## src/rtl/card_access_check_with_log_macros.svh

```systemverilog
// Assertion macros shared by the card access check RTL
`ifndef CARD_ACCESS_CHECK_WITH_LOG_MACROS_SVH
`define CARD_ACCESS_CHECK_WITH_LOG_MACROS_SVH

// Same-cycle implication, sampled on clk, off while rst_n is low
`define CACL_ASSERT_IMP(lbl, ante, cons, msg) \
  lbl: assert property (@(posedge clk) disable iff (!rst_n) (ante) |-> (cons)) \
    else $error(msg);

// Next-cycle implication, sampled on clk, off while rst_n is low
`define CACL_ASSERT_NXT(lbl, ante, cons, msg) \
  lbl: assert property (@(posedge clk) disable iff (!rst_n) (ante) |=> (cons)) \
    else $error(msg);

`endif

```

## src/rtl/cacl_pkg.sv

```systemverilog
// Shared types and constants of the card access check block
package cacl_pkg;

  localparam int OP_W      = 3;
  localparam int LEN_W     = 4;
  localparam int TIME_W    = 32;
  localparam int STATUS_W  = 2;
  localparam int THR_W     = 8;
  localparam logic [THR_W-1:0] THR_RESET = 8'd115;

  // request opcodes
  typedef enum logic [OP_W-1:0] {
    OP_SCAN     = 3'd0,
    OP_ADD      = 3'd1,
    OP_CLR_CARD = 3'd2,
    OP_CLR_LOG  = 3'd3,
    OP_READ_LOG = 3'd4
  } op_t;

  // result status codes
  typedef enum logic [STATUS_W-1:0] {
    STS_DONE    = 2'd0,
    STS_FULL    = 2'd1,
    STS_BAD_LEN = 2'd2,
    STS_RANGE   = 2'd3
  } status_t;

  // sequencer states, one-hot
  typedef enum logic [5:0] {
    ST_IDLE  = 6'b000001,
    ST_SRCH  = 6'b000010,
    ST_APPLY = 6'b000100,
    ST_RDREQ = 6'b001000,
    ST_RDDAT = 6'b010000,
    ST_FIN   = 6'b100000
  } state_t;

  // comparator result back to the sequencer
  typedef struct packed {
    logic vld;
    logic hit;
  } match_res_t;

endpackage

```

## src/rtl/cacl_match.sv

```systemverilog
// Shared identifier comparator used by the table search, one entry per cycle
module cacl_match #(
  parameter int UIDW = 56
) (
  input  logic                          clk,
  input  logic                          rst_n,
  input  logic                          en,
  input  logic [UIDW-1:0]               entry_uid,
  input  logic [cacl_pkg::LEN_W-1:0]    entry_len,
  input  logic [UIDW-1:0]               key_uid,
  input  logic [cacl_pkg::LEN_W-1:0]    key_len,
  output cacl_pkg::match_res_t          res_r
);

  logic eq;

  // length and masked bytes must both agree
  assign eq = (entry_len == key_len) && (entry_uid == key_uid);

  always_ff @(posedge clk) begin
    if (!rst_n) begin
      res_r.vld <= 1'b0;
      res_r.hit <= 1'b0;
    end else begin
      res_r.vld <= en;
      res_r.hit <= en && eq;
    end
  end

endmodule

```

## config.mk

```make
export PLATFORM = sky130hd
export DESIGN_NAME = cacl_match
export DESIGN_NICKNAME = d
export VERILOG_FILES = /design/src/rtl/card_access_check_with_log_macros.svh /design/src/rtl/cacl_pkg.sv /design/src/rtl/cacl_match.sv
export SDC_FILE = /design/constraint.sdc
export NUM_CORES = 1
export LEC_CHECK = 0
export ABC_AREA = 1
export BUFFER_PORTS_ARGS = -buffer_cell sky130_fd_sc_hd__buf_2
export CAP_MARGIN = 25
export CORE_MARGIN = 5
export CORE_UTILIZATION = 37
export CTS_CLUSTER_SIZE = 28
export DETAILED_ROUTE_END_ITERATION = 7
export PLACE_DENSITY_LB_ADDON = 0.08
export SETUP_SLACK_MARGIN = 0.15
export SLEW_MARGIN = 20
export SYNTH_ARGS = -nofsm -noshare
export SYNTH_HDL_FRONTEND = slang
export SYNTH_SLANG_ARGS = --single-unit
```

## constraint.sdc

```tcl
create_clock -name clk -period 1 [get_ports clk]
set_clock_uncertainty 0.1 [all_clocks]
set_input_delay 0.1 -clock clk [delete_from_list [all_inputs] [get_ports clk]]
set_output_delay 0.1 -clock clk [all_outputs]
set_load 0.01 [all_outputs]
```

==> results of run 1 <==
==> power breakdown <==
part	leakage (nW)	internal (mW)	switching (mW)
Combinational	1.48	0.340	0.295
Sequential	0.0172	0.0830	0.00109
Clock	0.0138	0.132	0.0430
==> synth_stat cells (all sizes together) <==
master  number  area [µm²]
dfxtp        2        40.0
nand3        1        5.00
nor3         1        5.00
o21ai        9        45.0
nand4        8        50.1
nand2      130         488
xor2         1        8.76
a21oi        1        5.00
nor2        24        90.1
inv        107         402
xnor2       12         105
==> worst max-delay path by stage <==
stage	start	to	slack [ns]	cells after the start
6_report	res_r[1]	res_r[1]	0.16	1
5_1_grt	res_r[1]	res_r[1]	0.14	1
4_1_cts	res_r[1]	res_r[1]	0.14	1
3_5_place_dp	key_uid[53]	res_r[0]	-0.03	8
3_3_place_gp	key_uid[27]	res_r[0]	-0.02	8
2_1_floorplan	key_uid[9]	res_r[0]	0.19	7
==> cell type report <==
cell class	count	share of cell area
Timing Repair Buffer	125	0.328
Inverter	107	0.200
Clock buffer	3	0.0112
Sequential cell	2	0.0212
Multi-Input combinational cell	187	0.410
Tap cell	46	0.0287
==> per-stage QoR <==
step	worst slack, ns	instance area (µm²)	hold slack, ns	utilization
final	0.161	2000	0.204	0.610
after global routing	0.139	2000	0.216	0.610
after CTS	0.139	1960	0.224	0.597
after detailed placement	-0.0321	1920	0.214	0.585
after global placement	-0.0215	1920	0.209	0.585
after floorplan	0.194	1240	0.111	-
==> what timing repair did <==
action / in CTS / in global routing
hold buffers: 1 / 0
pin swaps: 0 / 16
buffers inserted: 0 / 0
setup endpoints to repair: 2 / 4
resized for setup: 1 / 13
endpoints found under the hold margin: 1 / 0
==> per-layer routing <==
metal	part of all wire	vias up	track usage
met4	0.0053	0	0.0298
met2	0.48	71	0.272
met5	0	-	0
li1	-	1072	-
met3	0.11	2	0.0328
met1	0.40	719	0.157
==> logic make-up after synthesis <==
kind of cell / share of synthesized area
AND/OR/NAND/NOR: 0.513
buffers and inverters: 0.323
AO/OA/AOI/OAI: 0.0402
flip-flops: 0.0322
XOR/XNOR: 0.0915
==> results.yml, run 1 <==
run_status:
  status: "complete, no violations"
worst_setup_path:
  crit_chain: "buf_6"
  max_stage_delay_ns: 0.31
  critPathBufInv: 1
  arrival_ns: 0.64
  worstSetupPathType: "reg -> out"
  end_kind: "output pin"
  cp.required_ns: 0.80
  cp_max_fo: 1
  start_kind: "flip-flop"
  crit_family: "flip-flops"
  crit_slowest_cell: "dfxtp_2"
drt:
  viasPerCell: 3.97
  routed_wl_mm: 3.81
  drtAntennaViolNets: 0
  wl_per_cell_um: 8.10
  via_count: 1864
  drc: 0
  drt_iter0_drc: 41
  dr.pass1.iters: 4
placement:
  gp_congestion: 0.778
  dp_hpwl_mm: 3.59
  dpl.cell_count: 466
  port_buffers: 124
final_layout:
  area.growth.synth_to_final_pct: 61.2
  fill_cells: 377
  final_cell_mix: "129 x nand2_1, 120 x buf_2, 106 x inv_1"
  top_regs: "res_r: 2 flops"
  multi_input_area_um2: 822
  largest_register_ffs: 2
  seqCellArea_um2: 42.5
  final_cells: 470
  top_register: "res_r"
  n_antenna_cell: 0
  layout_commonest_cell: "nand2_1"
  nets: 549
  drive_above_1_share: 0.316
synth:
  synth_fp_nets: 419
  yosys_warnings: 0
  syn_area_mm2: 0.00124
  yosysUniqueCellTypes: 11
  avgSynthCellArea_um2: 4.20
  synth-seq-cells: 2
  netlist_instances: 296
  synth_seq_area_share: 0.0322
pwr:
  p_leak_nw: 1.51
  cellPowerDensity_mw_per_mm2: 446
  finalPower_uw: 894
  peakVddDrop_mv: 0.226
global_routing:
  antenna_found_initial: 0
  grt_start_max_net_pins: 3
  grt_first_pass_wirelength_mm: 5.20
  grt_pass1_vias: 1430
  grt_use_total: 0.142
  grt-ovfl-total: 0
hold_path:
  hold_depth: 8
  min_to: "res_r[0]"
  worstHoldStart: "entry_uid[14]"
  hold_path_class: "in -> reg"
floorplan:
  die_h_um: 68.0
  io_pins: 125
  die-area_mm2: 0.00462
  core_area_mm2: 0.00328
  rows: 21
  die_w_um: 68.0
  start_util: 0.379
timing:
  timing.fmax_mhz: 1190
  hold_violations: 0
  drv_slew: 0
  rsz0062_at_grt: "true"
  finalCritPeriodShare: 0.839
  setup_tns_ns: 0
  layout_min_cycle_time_ns: 0.839
  worst_pin_slew_ns: 0.188
  final-setup-viol-count: 0
  slew_headroom: 0.873
clocking:
  cts_root_buffer: "clkbuf_4"
  clockBufferDepth: 2
  numClockSinks: 2
  cts_htree_levels: 1
  clk_pin_slew_worst_paths_ns: 0.03
  cts_tree: "done"
  cts_made_buffers: 3
run:
  maxCapViolations: 0
Power figures use the tool's default switching activity.
==> run 2: changes to the inputs <==
==> constraint.sdc (replaced) <==
create_clock -name clk -period 0.8 [get_ports clk]
set_clock_uncertainty 0.1 [all_clocks]
set_input_delay 0.08 -clock clk [delete_from_list [all_inputs] [get_ports clk]]
set_output_delay 0.08 -clock clk [all_outputs]
set_load 0.01 [all_outputs]
==> run 2 against run 1 <==
Net effect: the run now ends with negative setup slack left; power increased by 27%; sequential cell count unchanged; via count increased by 0.59%; combinational power increased by 28%; highest routed layer is now met3; sequential power increased by 24%; setup slack got worse by 0.19 ns.
==> results.yml, run 2 (synthesized netlist as in run 1, its figures left out) <==
floorplan:
  die_h_um: 68.0
  rows: 21
  start_util: 0.379
  io_pins: 125
  die_w_um: 68.0
  die-area_mm2: 0.00462
  core_area_mm2: 0.00328
run_status:
  status: "finished, violations left"
  violations: "negative setup slack"
global_routing:
  grt_start_max_net_pins: 3
  grt_first_pass_wirelength_mm: 6.06
  grt-ovfl-total: 0
  grt_use_total: 0.166
  grt_pass1_vias: 1610
  antenna_found_initial: 0
clocking:
  cts_htree_levels: 1
  cts_made_buffers: 3
  cts_root_buffer: "clkbuf_4"
  clk_pin_slew_worst_paths_ns: 0.03
  cts_tree: "done"
  postCtsSetupBuffers: 0
  numClockSinks: 2
  clockBufferDepth: 2
drt:
  drt_iter0_drc: 70
  dr.pass1.iters: 4
  via_count: 1875
  wl_per_cell_um: 8.50
  viasPerCell: 3.99
  drtAntennaViolNets: 0
  routed_wl_mm: 4.00
  drc: 0
worst_setup_path:
  cp_max_fo: 1
  max_stage_delay_ns: 0.31
  crit_slowest_cell: "dfxtp_2"
  arrival_ns: 0.65
  cp.required_ns: 0.62
  critPathBufInv: 1
  crit_family: "flip-flops"
  start_kind: "flip-flop"
  crit_chain: "buf_6"
  worstSetupPathType: "reg -> out"
  end_kind: "output pin"
timing:
  slew_headroom: 0.892
  setup_slack_ns: -0.0274
  rsz0062_at_grt: "true"
  worst_pin_slew_ns: 0.161
  hold_violations: 0
  drv_slew: 0
  layout_min_cycle_time_ns: 0.827
  final-setup-viol-count: 2
  finalCritPeriodShare: 1.03
  timing.fmax_mhz: 1210
final_layout:
  drive_above_1_share: 0.321
  layout_commonest_cell: "nand2_1"
  largest_register_ffs: 2
  top_regs: "res_r: 2 flops"
  area.growth.synth_to_final_pct: 62.8
  final_cell_mix: "129 x nand2_1, 118 x buf_2, 106 x inv_1"
  nets: 549
  fill_cells: 383
  final_cells: 470
  n_antenna_cell: 0
  top_register: "res_r"
placement:
  dp_hpwl_mm: 3.68
  port_buffers: 124
  gp_congestion: 0.773
  dpl.cell_count: 467
pwr:
  p_leak_nw: 1.52
  switching_share: 0.381
  combinationalPowerShare: 0.714
  peakVddDrop_mv: 0.279
  clkPwrFrac: 0.195
  intPower_uw: 704
  cellPowerDensity_mw_per_mm2: 561
  switching_power_uw: 433
  finalPower_mw: 1.14
  pwr-share-seq: 0.091
run:
  maxCapViolations: 0
hold_path:
  hold_path_class: "in -> reg"
  worstHoldStart: "en"
  min_to: "res_r[1]"
  hold_depth: 4
==> run 2: cell types whose count changed in the layout (fill, tap and decap cells not counted), moves of 2 or more <==
cell,change
buf_2,-2
buf_6,+2
o21ai_0,-2
o21ai_1,+2
==> run 2: power by group through the flow <==
stage | clock network, mW | registers, mW | logic (mW)
2_1_floorplan | 0 | 0.107 | 0.375
3_3_place_gp | 0 | 0.105 | 0.764
3_5_place_dp | 0 | 0.105 | 0.779
4_1_cts | 0.236 | 0.104 | 0.808
5_1_grt | 0.247 | 0.104 | 0.941
6_report | 0.222 | 0.104 | 0.811
==> run 2: cell type report <==
| cell class | instances | area [µm²] | area share |
|---|---|---|---|
| multi-input combinational | 187 | 833 | 0.412 |
| timing repair buffer | 125 | 666 | 0.329 |
| inverter | 107 | 404 | 0.200 |
| tap | 46 | 57.6 | 0.0284 |
| sequential | 2 | 41.3 | 0.0204 |
| clock buffer | 3 | 22.5 | 0.0111 |
==> run 2: metal layers <==
layer | vias to the layer above | global-route usage | share of wire | wire length, µm
met5 | - | 0 | 0 | 0
met1 | 735 | 0.181 | 0.37 | 1500
met3 | 0 | 0.0476 | 0.13 | 501
met4 | 0 | 0.0223 | 0 | 0
met2 | 71 | 0.319 | 0.50 | 2000
li1 | 1069 | - | - | -
==> run 2: worst max-delay path by stage <==
stage	startpoint	endpoint	slack, ns	depth (start not counted)
6_report	res_r[0]	res_r[0]	-0.03	1
5_1_grt	res_r[0]	res_r[0]	-0.05	1
4_1_cts	res_r[0]	res_r[0]	-0.04	1
3_5_place_dp	key_uid[33]	res_r[0]	-0.25	11
3_3_place_gp	key_uid[33]	res_r[0]	-0.25	11
2_1_floorplan	entry_uid[25]	res_r[0]	0.02	10
==> run 2: timing repair <==
action / CTS / global route
endpoints found under the setup margin: 3 / 3
pin swaps: 20 / 4
hold buffers: 0 / 0
gates resized for setup: 11 / 4
==> run 2: metrics by stage <==
step	hold WS, ns	util	setup slack (ns)	setup TNS, ns	area, µm²
floorplan	0.0912	-	0.0234	0	1250
global placement	0.301	0.588	-0.247	-0.247	1930
detailed placement	0.307	0.588	-0.246	-0.246	1930
CTS	0.0590	0.611	-0.0396	-0.0716	2010
global route	0.0879	0.616	-0.0516	-0.138	2020
finish	0.0798	0.616	-0.0274	-0.0423	2020
