### src/rtl/card_access_check_with_log_macros.svh
// Assertion macros shared by the card access check RTL
`ifndef CARD_ACCESS_CHECK_WITH_LOG_MACROS_SVH
`define CARD_ACCESS_CHECK_WITH_LOG_MACROS_SVH

// Same-cycle implication, sampled on clk, off while rst_n is low
`define CACL_ASSERT_IMP(lbl, ante, cons, msg) \
  lbl: assert property (@(posedge clk) disable iff (!rst_n) (ante) |-> (cons)) \
    else $error(msg);

// Next-cycle implication, sampled on clk, off while rst_n is low
`define CACL_ASSERT_NXT(lbl, ante, cons, msg) \
  lbl: assert property (@(posedge clk) disable iff (!rst_n) (ante) |=> (cons)) \
    else $error(msg);

`endif

### src/rtl/cacl_ram.sv
// Generic single-write, single-read RAM with registered read data
module cacl_ram #(
  parameter int WIDTH = 8,
  parameter int DEPTH = 16
) (
  input  logic                                    clk,
  input  logic                                    we,
  input  logic [((DEPTH > 1) ? $clog2(DEPTH) : 1)-1:0] waddr,
  input  logic [WIDTH-1:0]                        wdata,
  input  logic [((DEPTH > 1) ? $clog2(DEPTH) : 1)-1:0] raddr,
  output logic [WIDTH-1:0]                        rdata_r
);

  logic [WIDTH-1:0] mem [DEPTH];

  // write port and registered read port
  always_ff @(posedge clk) begin
    if (we) begin
      mem[waddr] <= wdata;
    end
    rdata_r <= mem[raddr];
  end

endmodule

### config.mk
export PLATFORM = sky130hd
export DESIGN_NAME = cacl_ram
export DESIGN_NICKNAME = d
export VERILOG_FILES = /design/src/rtl/card_access_check_with_log_macros.svh /design/src/rtl/cacl_ram.sv
export SDC_FILE = /design/constraint.sdc
export NUM_CORES = 1
export LEC_CHECK = 0
export ABC_AREA = 1
export BUFFER_PORTS_ARGS = -buffer_cell sky130_fd_sc_hd__buf_2
export CAP_MARGIN = 15
export CELL_PAD_IN_SITES_DETAIL_PLACEMENT = 1
export CELL_PAD_IN_SITES_GLOBAL_PLACEMENT = 1
export CORE_MARGIN = 4
export CORE_UTILIZATION = 48
export DETAILED_ROUTE_END_ITERATION = 8
export PLACE_DENSITY = 0.84
export SLEW_MARGIN = 0
export SYNTH_ARGS = -nofsm -noshare
export SYNTH_HDL_FRONTEND = slang
export SYNTH_SLANG_ARGS = --single-unit
### constraint.sdc
create_clock -name clk -period 2.1 [get_ports clk]
set_input_delay 0 -clock clk [delete_from_list [all_inputs] [get_ports clk]]
set_output_delay 0 -clock clk [all_outputs]
set_load 0.005 [all_outputs]
==> results of run 1 <==
cell families (layout without fill, tap and decap cells):
family	Yosys count	after routing	synth area share (%)
buf+inv	126	163	9.52
simple gates	289	289	21.0
flops	136	136	69.4
worst max-delay path, stage by stage, from the launching register on:
cell and delay [ns]:
sky130_fd_sc_hd__edfxtp_1 0.37, sky130_fd_sc_hd__inv_1 0.07, sky130_fd_sc_hd__nand2_1 0.05, sky130_fd_sc_hd__nand3_1 0.12, sky130_fd_sc_hd__nand3_1 0.15, sky130_fd_sc_hd__nand3_1 0.16, sky130_fd_sc_hd__nand2_1 0.08
layer usage:
metal | up-vias | GRT usage, % | wire length [um]
met3 | 36 | 4.85 | 955
met4 | 0 | 9.67 | 490
met1 | 2036 | 28.3 | 5960
met5 | - | 0 | 0
met2 | 175 | 40.0 | 8090
li1 | 1826 | - | -
cells in the final DEF, fill, tap and decap left out, drive strengths merged:
master,netlist,final
buf,24,28
clkbuf,0,24
clkinv,0,7
clkinvlp,0,1
dfxtp,8,8
dlygate4sd3,0,1
edfxtp,128,128
inv,102,102
nand2,173,173
nand3,97,97
nand3b,2,2
nor2,17,17
state kept, by name (all words and copies together) (netlist names):
name and flops:
rdata_r 8, mem 128
per-stage QoR:
step                hold WS (ns)  total power [W]  util [%]  setup WS (ns)  cells
floorplan                 0.0989          0.00332         -           1.15    551
finish                    0.0193          0.00607      55.9          0.990    731
global placement           0.364          0.00347      51.4          0.690    698
detailed placement         0.371          0.00348      51.4          0.628    698
CTS                       0.0155          0.00609      55.9          0.983    731
global route              0.0123          0.00627      55.9          0.920    731
cell type report:
class / count / area [um^2]
multi-input cells: 289 / 1210
clock inverters: 8 / 48.8
clock buffers: 24 / 472
flip-flops and latches: 136 / 4000
fillers: 1234 / 5090
well taps: 143 / 179
repair buffers: 29 / 170
inverters: 102 / 383
power by group through the flow:
stage	Sequential, W	Clock (W)	Combinational, W
after floorplan	0.00311	0	0.000214
after detailed placement	0.00312	0	0.000368
after global routing	0.00306	0.00279	0.000418
final	0.00306	0.00263	0.000379
after global placement	0.00311	0	0.000353
after CTS	0.00306	0.00265	0.000381
path summary, 6_finish.rpt:
check	startpoint	end	slack, ns	depth (start not counted)
worst max-delay path	mem[13][3]$_DFFE_PP_	rdata_r[3]$_DFF_P_	0.99	6
worst min-delay path	wdata[2]	mem[4][2]$_DFFE_PP_	0.02	1
worst max register to register	mem[13][3]$_DFFE_PP_	rdata_r[3]$_DFF_P_	0.99	6
worst min register to register	mem[14][6]$_DFFE_PP_	rdata_r[6]$_DFF_P_	0.68	6
timing repair:
item / 4_1_cts / 5_1_grt
hold endpoints to repair: 7 / 0
gates resized for setup: 0 / 0
hold buffers: 1 / 0
buffers inserted: 0 / 0
==> results.cfg, run 1 <==
[power]
clock_power_share_pct = 43.4
p_int_w = 0.00470
power_density_mw_per_mm2 = 939
cellLeakagePower_nw = 2.79
power.share.switching_pct = 22.7
seq_power_share_pct = 50.4
peak_supply_drop_mv = 0.521
net-switching-power_w = 0.00138
power.combinational.fraction_pct = 6.2

[yosys]
netlist_area_mm2 = 0.00577
post_synthesis_sequential_area_ratio_pct = 69.4
yosys_warnings = 0
synthTopCellsByCount = 173 x sky130_fd_sc_hd__nand2_1, 128 x sky130_fd_sc_hd__edfxtp_1, 100 x sky130_fd_sc_hd__inv_1
synthCells = 551
synth_cell_types = 12
yosys_register_bits = 136
top_cells_by_area_in_the_synthesized_netlist = sky130_fd_sc_hd__edfxtp_1 67%, sky130_fd_sc_hd__nand2_1 11%, sky130_fd_sc_hd__nand3_1 8.4%
library_cell_with_the_highest_instance_count_after_synthesis = sky130_fd_sc_hd__nand2_1
synth_top_area_cell = sky130_fd_sc_hd__edfxtp_1
synthArstFlopShare_pct = 0
synth_fp_nets = 569
syn_area_per_cell_um2 = 10.5
ys.flop_type = sky130_fd_sc_hd__edfxtp_1
synth_enable_flop_cells = 128
synthDominantCellAreaShare_pct = 66.7

[sta]
final-max-slew-violation-count = 0
finalHoldViolations = 0
tightestPinTransition_ns = 0.852
timing.clock.skew_ns = 0.00781
finalWorstPathRequiredPeriod_ns = 1.11
finalSetupViolCount = 0
rsz0062_at_grt = no
setup_total_negative_slack_ns = 0
fmax_mhz = 901
timing.slew.headroom_pct = 43.0
final.period_utilization_pct = 52.9

[floorplanning]
core-area_mm2 = 0.0116
die_area_mm2 = 0.0138
std_cell_rows = 39
starting_density_of_the_core_pct = 49.9
die_y_um = 118
dieWidth_um = 118
boundaryPins = 26

[global_route]
overflow = 0
via_count_of_the_first_global_routing_pass = 4332
antenna_found_initial = 0
pin_count_of_the_biggest_net_entering_global_routing = 65
grt_pass1_wl_um = 24100
grtUsageTotal_pct = 23.2

[setup_path]
critPathRequiredTime_ns = 2.40
startpoint_type = flop
setup.worst_path.end_class = flop
crit_arrival_ns = 1.41
timing_worst_setup_path_type = flop to flop
worst-path-max-fanout = 1

[clock_tree]
maximum_level_of_the_cts_h_tree = 4
clock_buffers_created_by_tritoncts = 17
cts.clk_slew.worst_paths_ns = 0.06
root_buffer = sky130_fd_sc_hd__clkbuf_16
cts_tree = done
cts_num_sinks = 136
worst_skew_pair.late_latency_ns = 0.42
clockBufferDepth = 2

[finish]
final_layout_size_suffix_gt1_share_pct = 9.52
antenna_cells_inserted = 0
layout-area-overhead-vs-synth_pct = 12.2
post-route-cell-area_mm2 = 0.00647
design.final.nets = 593

[run_status]
status = completed

[route]
initialDrtViolationCount = 311
ant_nets = 0
detail_route.first_pass.iterations = 5
wl_per_cell_um = 21.2
drt-vias-per-instance = 5.57
post-route-drc-count = 0
drt_wl_total_um = 15500
vias = 4073

[placed_design]
total_of_buffers_placed_on_input_and_output_ports = 25
post_dp_cell_area_mm2 = 0.00594
dp.final_hpwl_um = 9430
gpl.final_weighted_congestion = 0.826

[run]
max_cap_violations = 0

[min_path]
hp-class = primary input to flop
No activity file was read; power rests on OpenSTA's default activity.
==> inputs of run 2 (changes only) <==
Settings changed: CORE_UTILIZATION 48 to 44, PLACE_DENSITY 0.84 to 0.81.
Clock period 2.1 ns to 0.89 ns, I/O delays scaled along.
==> results.cfg, run 2 (synthesized netlist as in run 1, its figures left out) <==
[placed_design]
numPlacedInstances = 757
gpl.final_weighted_congestion = 0.796
total_of_buffers_placed_on_input_and_output_ports = 25
preCtsSetupSlack_ns = -0.198
dp.final_hpwl_um = 9930

[finish]
final_layout_size_suffix_gt1_share_pct = 21.3
antenna_cells_inserted = 0
regMostFlops = mem
largest_register_ffs = 128
mostFrequentLayoutCell = sky130_fd_sc_hd__nand2_1
mostFrequentLayoutCells = 168 x sky130_fd_sc_hd__nand2_1, 128 x sky130_fd_sc_hd__edfxtp_1, 97 x sky130_fd_sc_hd__inv_1, 61 x sky130_fd_sc_hd__nand3_1, 35 x sky130_fd_sc_hd__nand3_2
layout-area-overhead-vs-synth_pct = 22.0
largest_registers = mem x128, rdata_r x8
layoutNonFillerInstCount = 791
layout.filler_cells = 1407
design.final.nets = 626

[sta]
setup_ws_ns = -0.105
finalHoldViolations = 0
final-max-slew-violation-count = 0
setup_total_negative_slack_ns = -0.521
final.period_utilization_pct = 112
timing.slew.headroom_pct = 71.8
fmax_mhz = 1000
timing.clock.skew_ns = 0.0104
finalSetupViolCount = 8
rsz0062_at_grt = yes
tightestPinTransition_ns = 0.423
finalWorstPathRequiredPeriod_ns = 0.995

[run_status]
violated_checks = negative setup slack
status = finished, violations left

[setup_path]
timing_worst_setup_path_type = flop to flop
worstReg2RegEnd = rdata_r[4]$_DFF_P_
setup.worst_path.end_class = flop
startpoint_type = flop
worst_flop_to_flop_path_startpoint = mem[11][4]$_DFFE_PP_
timing.critical_path.cells = inv_1 -> nand2_1 -> nand3_1 -> nand3_1 -> nand3_2 -> nand2_1
crit_arrival_ns = 1.30
crit_slowest_cell = sky130_fd_sc_hd__edfxtp_1
worst_r2r_path_depth = 6
cp_slowest_stage_delay_ns = 0.37
critPathRequiredTime_ns = 1.19
worst-path-max-fanout = 1
cp_top_family = simple AND/OR/NAND/NOR gates
cp_num_buf_inv = 1
regToRegSetupSlack_ns = -0.11

[power]
p_int_w = 0.0110
power.share.switching_pct = 22.2
fin_total_pwr_w = 0.0141
seq_power_share_pct = 51.1
peak_supply_drop_mv = 1.36
power_density_mw_per_mm2 = 2010
power.combinational.fraction_pct = 7.7
cellLeakagePower_nw = 3.05
clock_power_share_pct = 41.2
net-switching-power_w = 0.00314

[floorplanning]
core-area_mm2 = 0.0127
dieWidth_um = 122
die_y_um = 122
starting_density_of_the_core_pct = 45.3
die_area_mm2 = 0.0150
std_cell_rows = 41
boundaryPins = 26

[global_route]
grt_pass1_wl_um = 24000
overflow = 0
via_count_of_the_first_global_routing_pass = 4437
grtUsageTotal_pct = 22.1
pin_count_of_the_biggest_net_entering_global_routing = 33
antenna_found_initial = 0

[route]
wl_per_cell_um = 19.2
drt_wl_total_um = 15200
vias = 4091
detail_route.first_pass.iterations = 5
drt-vias-per-instance = 5.17
initialDrtViolationCount = 302
post-route-drc-count = 0
ant_nets = 0

[clock_tree]
worst_skew_pair.late_latency_ns = 0.42
cts_num_sinks = 136
post-cts-setup-buffer-count = 0
cts.clk_slew.worst_paths_ns = 0.05
cts_tree = done
root_buffer = sky130_fd_sc_hd__clkbuf_16
clockBufferDepth = 2
clock_buffers_created_by_tritoncts = 17
maximum_level_of_the_cts_h_tree = 4

[min_path]
hold_path_depth = 1
min_to = mem[0][3]$_DFFE_PP_
worst_hold_startpoint = wdata[3]
hp-class = primary input to flop

[run]
max_cap_violations = 0
run 2: cell count changes in the layout (fill, tap and decap cells not counted), moves of 4 or more:
| cell | change |
|---|---|
| sky130_fd_sc_hd__nand2_1 | -5 |
| sky130_fd_sc_hd__clkinv_1 | +4 |
| sky130_fd_sc_hd__nand3_1 | -36 |
| sky130_fd_sc_hd__nand2_2 | +5 |
| sky130_fd_sc_hd__buf_4 | +23 |
| sky130_fd_sc_hd__nand3_2 | +35 |
| sky130_fd_sc_hd__nor2_2 | +5 |
| sky130_fd_sc_hd__nor2_1 | -5 |
| sky130_fd_sc_hd__buf_12 | +7 |
run 2: layer usage:
layer  track usage, %  part of all wire, %
met4             8.54                  2.1
met3             4.93                  5.5
met2             38.9                   54
met5                0                    0
met1             26.3                   39
run 2: how the worst max path moves through the flow:
| stage | endpoint | depth (start not counted) | slack, ns | startpoint |
|---|---|---|---|---|
| final | rdata_r[4]$_DFF_P_ | 6 | -0.11 | mem[11][4]$_DFFE_PP_ |
| after global routing | rdata_r[0]$_DFF_P_ | 6 | -0.16 | mem[1][0]$_DFFE_PP_ |
| after CTS | rdata_r[1]$_DFF_P_ | 6 | -0.09 | mem[0][1]$_DFFE_PP_ |
| after detailed placement | rdata_r[3]$_DFF_P_ | 9 | -0.20 | raddr[0] |
| after global placement | rdata_r[6]$_DFF_P_ | 7 | -0.17 | raddr[0] |
| after floorplan | mem[11][0]$_DFFE_PP_ | 2 | -0.06 | waddr[2] |
run 2: final cells by class:
class,count,area (um^2),area share (%)
repair buffers,62,526,7.47
well taps,172,215,3.06
clock buffers,22,444,6.31
inverters,102,383,5.44
clock inverters,8,33.8,0.480
multi-input cells,289,1430,20.3
flip-flops and latches,136,4010,57.0
run 2: timing repair:
item / 4_1_cts / 5_1_grt
hold buffers: 4 / 0
gates resized for setup: 22 / 28
pin swaps: 11 / 14
endpoints found under the setup margin: 11 / 10
hold endpoints to repair: 58 / 0
run 2: per-stage QoR:
step                      hold slack, ns  instance area [um^2]  util [%]
after floorplan                   0.0989                  5780         -
after global placement             0.379                  6300      49.5
after detailed placement           0.380                  6300      49.5
after CTS                       0.000828                  6920      54.4
after global routing             0.00430                  7040      55.3
final                            0.00884                  7040      55.3
run 2: power groups by stage:
stage          clock, W  sequential (W)  combinational (W)
2_1_floorplan         0         0.00733           0.000509
3_3_place_gp          0         0.00734           0.000920
3_5_place_dp          0         0.00734           0.000973
4_1_cts         0.00596         0.00722            0.00105
5_1_grt         0.00626         0.00723            0.00119
6_report        0.00582         0.00722            0.00109
